[config.mk]
export PLATFORM = sky130hd
export DESIGN_NAME = tcw_ctrl
export DESIGN_NICKNAME = d
export VERILOG_FILES = /design/src/hw/rtl/text_console_writer_assert.svh /design/src/hw/rtl/tcw_pkg.sv /design/src/hw/rtl/tcw_ctrl.sv
export SDC_FILE = /design/constraint.sdc
export NUM_CORES = 1
export LEC_CHECK = 0
export ABC_AREA = 1
export BUFFER_PORTS_ARGS = -buffer_cell sky130_fd_sc_hd__buf_2
export CORE_AREA = 2 2 39 41
export DETAILED_ROUTE_END_ITERATION = 10
export DIE_AREA = 0 0 41 43
export PLACE_DENSITY = 0.53
export REMOVE_ABC_BUFFERS = 1
export SLEW_MARGIN = 0
export SYNTH_ARGS = -nofsm -noshare
export SYNTH_HDL_FRONTEND = slang
export SYNTH_SLANG_ARGS = --single-unit
[constraint.sdc]
create_clock -name clk -period 1.62 [get_ports clk]
set_input_delay 0.324 -clock clk [delete_from_list [all_inputs] [get_ports clk]]
set_output_delay 0.324 -clock clk [all_outputs]
set_load 0.02 [all_outputs]
[src/hw/rtl/text_console_writer_assert.svh]
// ============================================================================
// Text console writer assertion macros
// Concurrent check wrappers clocked on clk and held off during rst.
// ============================================================================
`ifndef TEXT_CONSOLE_WRITER_ASSERT_SVH
`define TEXT_CONSOLE_WRITER_ASSERT_SVH
`ifndef NO_ASSERTIONS
`define TCW_ASSERT_CLK(lbl, prop, msg) \
  lbl: assert property (@(posedge clk) disable iff (rst) (prop)) else $error(msg);
`define TCW_ASSERT_NEVER(lbl, cond, msg) \
  lbl: assert property (@(posedge clk) disable iff (rst) !(cond)) else $error(msg);
`else
`define TCW_ASSERT_CLK(lbl, prop, msg)
`define TCW_ASSERT_NEVER(lbl, cond, msg)
`endif
`endif

[src/hw/rtl/tcw_pkg.sv]
// ============================================================================
// Text console writer package
// Field widths, character codes, controller states and the command and
// status bundles shared by the controller and the datapath.
// ============================================================================
package tcw_pkg;

  localparam int DEF_COLS      = 80;
  localparam int DEF_ROWS      = 25;
  localparam int DEF_TAB_WIDTH = 4;

  localparam int FUNC_W  = 1;
  localparam int CHAR_W  = 8;
  localparam int ROW_W   = 5;
  localparam int COL_W   = 7;
  localparam int LIN_W   = 11;
  localparam int COLOR_W = 8;

  localparam logic [FUNC_W-1:0]  FUNC_READ   = 1'b1;

  localparam logic [CHAR_W-1:0]  CH_BLANK    = 8'h00;
  localparam logic [CHAR_W-1:0]  CH_TAB      = 8'h09;
  localparam logic [CHAR_W-1:0]  CH_LF       = 8'h0A;
  localparam logic [CHAR_W-1:0]  CH_CR       = 8'h0D;
  localparam logic [CHAR_W-1:0]  CH_SPACE    = 8'h20;
  localparam logic [COLOR_W-1:0] RESET_COLOR = 8'h07;

  typedef enum logic [2:0] {
    ST_CLEAR,
    ST_IDLE,
    ST_RUN,
    ST_STORE,
    ST_COPY,
    ST_DRAIN,
    ST_BOTTOM,
    ST_RD_OUT
  } tcw_state_t;

  typedef struct packed {
    logic load;
    logic wipe;
    logic scroll_start;
    logic copy;
    logic drain;
    logic bottom;
    logic store;
    logic out_load;
  } tcw_ctl_t;

  typedef struct packed {
    logic item_read;
    logic scroll_req;
    logic tab_zero;
    logic ptr_last;
    logic out_free;
  } tcw_stat_t;

endpackage

[src/hw/rtl/tcw_ctrl.sv]
// ============================================================================
// Text console writer controller
// Sequences the screen clear, character stores, scroll copy and responses.
// ============================================================================
module tcw_ctrl import tcw_pkg::*; (
  input  logic      clk,
  input  logic      rst,
  input  logic      in_valid,
  output logic      in_ready,
  input  tcw_stat_t st,
  output tcw_ctl_t  ctl
);

  tcw_state_t state;
  tcw_state_t state_next;

  always_ff @(posedge clk) begin
    if (rst) begin
      state <= ST_CLEAR;
    end else begin
      state <= state_next;
    end
  end

  always_comb begin
    state_next = state;
    ctl        = '0;
    in_ready   = 1'b0;
    unique case (state)
      ST_CLEAR: begin
        ctl.wipe = 1'b1;
        if (st.ptr_last) state_next = ST_IDLE;
      end
      ST_IDLE: begin
        in_ready = 1'b1;
        if (in_valid) begin
          ctl.load   = 1'b1;
          state_next = ST_RUN;
        end
      end
      ST_RUN: begin
        priority if (st.item_read) begin
          state_next = ST_RD_OUT;
        end else if (st.scroll_req) begin
          ctl.scroll_start = 1'b1;
          state_next       = ST_COPY;
        end else if (!st.tab_zero) begin
          state_next = ST_STORE;
        end else if (st.out_free) begin
          ctl.out_load = 1'b1;
          state_next   = ST_IDLE;
        end else begin
          state_next = ST_RUN;
        end
      end
      ST_STORE: begin
        ctl.store  = 1'b1;
        state_next = ST_RUN;
      end
      ST_COPY: begin
        ctl.copy = 1'b1;
        if (st.ptr_last) state_next = ST_DRAIN;
      end
      ST_DRAIN: begin
        ctl.drain  = 1'b1;
        state_next = ST_BOTTOM;
      end
      ST_BOTTOM: begin
        ctl.bottom = 1'b1;
        if (st.ptr_last) state_next = ST_RUN;
      end
      ST_RD_OUT: begin
        if (st.out_free) begin
          ctl.out_load = 1'b1;
          state_next   = ST_IDLE;
        end
      end
      default: begin
        state_next = ST_CLEAR;
      end
    endcase
  end

endmodule

==> results.md, run 1 <==
* Status: completed
* Final Max Slew Viols at 0
* Fillcell total at ~160
* Die area at 1760 µm²
* Max FFs per register at 3
* FMAX at approximately 650 MHz
* Synth warn at 0
* Rows at 14
* FF-to-FF path depth at 7
* GRT overflow at 0
* MaxCap Viol Count at 0
* Root Buffer: clkbuf_4
* Port Buffer Count at 16
* Unique masters post-synth at 19
* Hold path depth at 2
* Die outline height at about 43 µm
* Slew headroom at 86.4%
* DIE WIDTH at 41 µm
* Met3 wire len at ~52 µm
* Final WL at about 920 µm
* Core Area at around 1400 µm²
* CTS tree: built
* Post-synthesis sequential area ratio at between 10% and 20%
* Clk pin slew, worst setup/hold paths at approximately 40 ps
* Boundary pin count at 17
* Mapped Area at roughly 370 µm²
* Final ANT Viol Nets at 0
* Post-DP HPWL at approximately 720 µm
* Top Registers: state x3
* Initial Utilization at between 20% and 30%
* Fin util at between 30% and 40%
* Setup CP Type: flip-flop to output pin
* Nets at 94
* Post-route clock skew at about 2 ps
* Vias in the first global route at approximately 370
* Setup crit end kind: output pin
* GP Congestion at 0.712
* Pwr/cell area at 1760 nW/µm²
* Drt first pass iters at 4
* Worst setup SP type: flip-flop
* Num CTS Buffers at 3
* Setup TNS at 0 ps
* Final hold vios at 0
* Initial antenna violation count at 0
* Synthesized flop and latch total at 3
* WL/cell at just over 9 µm
* Largest net degree at the start of global routing at 11
* Commonest non-fill, non-tap cell in the layout: buf_2
* DR iter-0 viols at 3
* First-pass GRT wire length at between 1000 and 1500 µm
* Leakage at between 0.3 and 0.4 nW
* Area growth syn-to-layout at 42.5%
* Min-Delay Path Class: input port to flip-flop
* Detailed-route DRC error count at 0
* Via-to-Cell Ratio at 4.37
* DR WL met2 at between 400 and 500 µm
* CTS Hold Buffers Added at 0
* Max VDD drop at around 0.00090 V
* Vias at around 440
* Actual slew at the worst max-slew pin at ~200 ps
* Syn Inst Count at 63
* Tcrit/Tclk final at 94.7%
* Synthesized area per cell at around 5.8 µm²
* Diode count at 0
* Worst-skew pair later-pin latency at 230 ps
* Commonest cells after routing, fill and taps aside: 16 x buf_2, 14 x nand2_1, 11 x inv_1, 9 x nor2_1, 5 x nand3_1
* Top layer in use: met3
* CP max FO at 8
* RSZ-0062 raised after global routing: no
* Met1 Wirelength at between 400 and 500 µm
* CP Data Arrival Time at 1210 ps
* Sink Count at 3
* Max clock buf depth at 2
* Total global-route track usage at about 12%
* Critical Path RT at roughly 1300 ps
* Share of layout cells above drive strength 1 at 41.2%
* Largest Register: state
* Final setup violation count at 0
* Final min period at 1530 ps
* H-Tree Depth at 1
-- worst max-delay path, stage by stage (launching register included) --
cell and delay, ps:
dfxtp_2 340, inv_4 70, nor2_4 80, nand2_1 100, o32ai_2 200, buf_2 200
-- path summary, 6_finish.rpt --
| kind | start | to | slack (ps) |
|---|---|---|---|
| setup / recovery | state[1] | ctl[0] | 90 |
| hold / removal | rst | state[2] | 260 |
| setup reg to reg | state[2] | state[1] | 430 |
| hold reg to reg | state[2] | state[2] | 560 |
-- synth_stat cells --
master | number | area, µm²
nor2_1 | 9 | 33.8
a21oi_1 | 3 | 15.0
buf_6 | 1 | 11.3
nor2_4 | 1 | 11.3
nand2_1 | 14 | 52.6
dfxtp_1 | 3 | 60.1
nor3_1 | 3 | 15.0
o21ai_1 | 1 | 5.00
inv_4 | 2 | 12.5
nand3b_1 | 1 | 7.51
inv_1 | 11 | 41.3
o32ai_1 | 1 | 8.76
nand3_1 | 5 | 25.0
nor3_4 | 1 | 16.3
a21oi_2 | 1 | 8.76
nand3_2 | 2 | 20.0
buf_2 | 1 | 5.00
nand4_1 | 2 | 12.5
nor2_2 | 1 | 6.26
-- final cells by class --
class	instances	area, µm²	area share [%]
well taps	16	20.0	3.82
repair buffers	20	110	21.0
multi-input cells	45	245	46.8
flip-flops and latches	3	66.3	12.6
inverters	13	56.3	10.7
clock buffers	4	26.3	5.01
-- where the power goes --
| part | switching, mW | leakage (nW) | total (mW) | internal (mW) |
|---|---|---|---|---|
| Combinational | 0.381 | 0.262 | 0.616 | 0.235 |
| Sequential | 0.0565 | 0.0261 | 0.174 | 0.118 |
| Clock | 0.0384 | 0.0150 | 0.131 | 0.0923 |
-- through the flow --
step	power (mW)	cell area [µm²]	cells	worst slack, ps	hold slack (ps)
6_report	0.921	524	101	85.2	257
5_1_grt	1.02	524	101	10.9	247
4_1_cts	0.873	488	98	8.22	251
3_5_place_dp	0.725	459	94	204	505
3_3_place_gp	0.728	459	94	213	502
2_1_floorplan	0.573	352	61	32.9	386
-- per-layer routing --
| metal | GRT usage [%] | vias to the layer above |
|---|---|---|
| li1 | - | 243 |
| met4 | 4.00 | 0 |
| met1 | 13.8 | 185 |
| met3 | 4.71 | 0 |
| met2 | 17.8 | 13 |
| met5 | 0 | - |
-- cell families (layout without fill, tap and decap cells) --
logic type             count (synthesis)  after routing  share of synthesized area, %
and+or+nand+nor                       39             39                          54.4
AOI/OAI and AO/OA                      6              6                          10.2
DFF                                    3              3                          16.3
buffers and inverters                 15             37                          19.0
-- timing repair --
action | in CTS | in global routing
buffers inserted | 0 | 3
hold endpoints to repair | 0 | 0
cloned | 0 | 0
setup endpoints to repair | 3 | 1
resized for setup | 2 | 4
No activity file was read; power rests on OpenSTA's default activity.
==> inputs of run 2 (changes only) <==
PLACE_DENSITY = 0.55   (was 0.53)
clock period = 1.3 ns   (was 1.62 ns; I/O delays follow)
==> run 2 against run 1 <==
  * The run now ends with setup timing left
  * Sequential power rose by 20%
  * Worst hold slack got worse by 71 ps
  * Clock-buffer cell count did not move
  * Register-to-register slack got worse by 380 ps
  * Wire length rose by 28%
  * Setup slack got worse by 220 ps
  * Non-clock buffer count rose by 9
  * Design area rose by 39%
  * Sequential share of layout area fell by 3.2 points
  * Flip-flop and latch count did not move
  * Cell count rose by 8.9%
  * Die area did not move
==> results.md, run 2 (synthesis results as in run 1) <==
* Status: finished, violations left
* Failing checks: setup timing
* H-Tree Depth at 1 (unchanged)
* Tcrit/Tclk final at 110%
* RSZ-0062 raised after global routing: yes
* Rows at 14 (unchanged)
* Leakage at 0.371 nW (+22%)
* GRT overflow at 0 (unchanged)
* Final ANT Viol Nets at 0 (unchanged)
* Post-DP HPWL at 746 µm (+4.1%)
* First-pass GRT wire length at 1720 µm (+23%)
* Initial Utilization at 26.6% (unchanged)
* Commonest non-fill, non-tap cell in the layout: buf_4
* Initial antenna violation count at 0 (unchanged)
* Min-Delay Path Class: input port to flip-flop
* DIE WIDTH at 41 µm (unchanged)
* Setup crit end: ctl[0]
* Largest net degree at the start of global routing at 8 (-3)
* Vias at 491 (+11%)
* Nets at 103 (+9.6%)
* Reg2reg end: state[1]
* Post-route clock skew at 4.27 ps (+2.25 ps)
* Pwr/cell area at 2240 nW/µm² (+27%)
* Worst-path cell chain: buf_4 -> nand3_1 -> o32ai_2 -> buf_4
* Setup TNS at -419 ps (-419 ps)
* Port Buffer Count at 16 (unchanged)
* Max VDD drop at 0.00121 V (+34%)
* Num CTS Buffers at 3 (unchanged)
* Fin util at 52.6% (+15 points)
* Worst r2r src: state[2]
* Share of layout cells above drive strength 1 at 59.6% (+18 points)
* FF-to-FF path depth at 9 (+2)
* WL/cell at 10.7 µm (+18%)
* Final Max Slew Viols at 0 (unchanged)
* Die area at 1760 µm² (unchanged)
* Final hold vios at 0 (unchanged)
* DR iter-0 viols at 8 (+5)
* Vias in the first global route at 440 (+19%)
* Detailed-route DRC error count at 0 (unchanged)
* Diode count at 0 (unchanged)
* CP most frequent cell: buf_4
* Area growth syn-to-layout at 98.0%
* Final min period at ~1400 ps
* Via-to-Cell Ratio at 4.46 (+2.2%)
* GP Congestion at 0.717 (+0.73%)
* Root Buffer: clkbuf_4
* Setup crit end kind: output pin
* Cell Area, Placed at 497 µm² (+8.2%)
* Final hold slack at 186 ps (-71.1 ps)
* Clk pin slew, worst setup/hold paths at 30 ps (about the same)
* Reg-to-reg slack, setup at 50 ps (-380 ps)
* Critical Path RT at 1040 ps (-260 ps)
* CTS Hold Buffers Added at 0 (unchanged)
* Commonest cells after routing, fill and taps aside: 14 x buf_4, 10 x inv_1, 9 x nand2_1, 7 x buf_2
* Largest Register: state
* Die outline height at 43 µm (unchanged)
* FMAX at a little under 700 MHz
* CTS tree: built
* Worst-skew pair later-pin latency at 240 ps (about the same)
* Critical-path top delay cell: dfxtp_2
* Final setup violation count at 8 (+8)
* Max FFs per register at 3 (unchanged)
* Total global-route track usage at 14.7% (+3.1 points)
* Setup CP Type: flip-flop to output pin
* Sink Count at 3 (unchanged)
* Max clock buf depth at 2 (unchanged)
* Slew headroom at 85.7% (-0.70 points)
* Final WS setup at -136 ps (-221 ps)
* Drt first pass iters at 2 (-2)
* Worst path max stage delay at 340 ps (about the same)
* Top Registers: state x3
* Core Area at 1380 µm² (unchanged)
* MaxCap Viol Count at 0 (unchanged)
* Final WL at 1180 µm (+28%)
* CP max FO at 6 (-2)
* Pwr Total at 1.63 mW (+77%)
* Actual slew at the worst max-slew pin at 214 ps (+10.6 ps)
* Final non-filler cell area at 728 µm² (+39%)
* CP Data Arrival Time at 1180 ps (-30 ps)
* Boundary pin count at 17 (unchanged)
* Worst setup SP type: flip-flop
* Crit. Startpoint: state[1]
==> run 2: changes by cell type in the layout (fill, tap and decap cells not counted), sizes merged <==
cell / change
buf: +9
clkinv: -1
inv: +1
==> run 2: how the worst min path moves through the flow <==
stage               slack [ps]  cells past startpoint       end  startpoint
detailed placement         440                      2  state[2]         rst
global route               190                      2  state[2]         rst
CTS                        180                      2  state[2]         rst
floorplan                  320                      1  state[2]         rst
global placement           440                      2  state[2]         rst
finish                     190                      2  state[2]         rst
==> run 2: stage by stage <==
stage                     std cells  setup slack (ps)
final                           110              -136
after detailed placement         99             -8.32
after global routing            110              -185
after CTS                       109              -129
after floorplan                  61              -223
after global placement           99              55.8
==> run 2: repair_timing <==
| action | 4_1_cts | 5_1_grt |
|---|---|---|
| hold endpoints to repair | 0 | 0 |
| pin swaps | 1 | 5 |
| resized for setup | 33 | 8 |
| cloned | 0 | 0 |
| setup endpoints to repair | 9 | 12 |
| setup buffers | 6 | 1 |
==> run 2: cell type report <==
| type | count | area [µm²] |
|---|---|---|
| Fill cell | 143 | 656 |
| Multi-Input combinational cell | 45 | 317 |
| Timing Repair Buffer | 29 | 243 |
| Sequential cell | 3 | 68.8 |
| Inverter | 13 | 53.8 |
| Clock buffer | 4 | 26.3 |
| Tap cell | 16 | 20.0 |
==> run 2: power by group <==
group	leakage, nW	total (mW)	switching (mW)	internal [mW]
sequential	0.0264	0.208	0.0593	0.149
clock	0.0150	0.168	0.0527	0.115
combinational	0.329	1.25	0.665	0.589
total	0.371	1.63	0.777	0.853
==> run 2: per-layer routing <==
metal | up-vias | GRT usage, % | share of wire (%)
met1 | 213 | 15.8 | 39
met4 | 0 | 4.00 | 0.94
li1 | 263 | - | -
met2 | 13 | 25.6 | 56
met5 | - | 0 | 0
met3 | 2 | 4.71 | 3.8
==> run 2: critical path, delay by kind of cell, from the launching register on <==
| family | cells | cell delay, ps |
|---|---|---|
| buf+inv | 2 | 350 |
| compound gates | 1 | 120 |
| simple gates | 1 | 120 |
| flops | 1 | 340 |
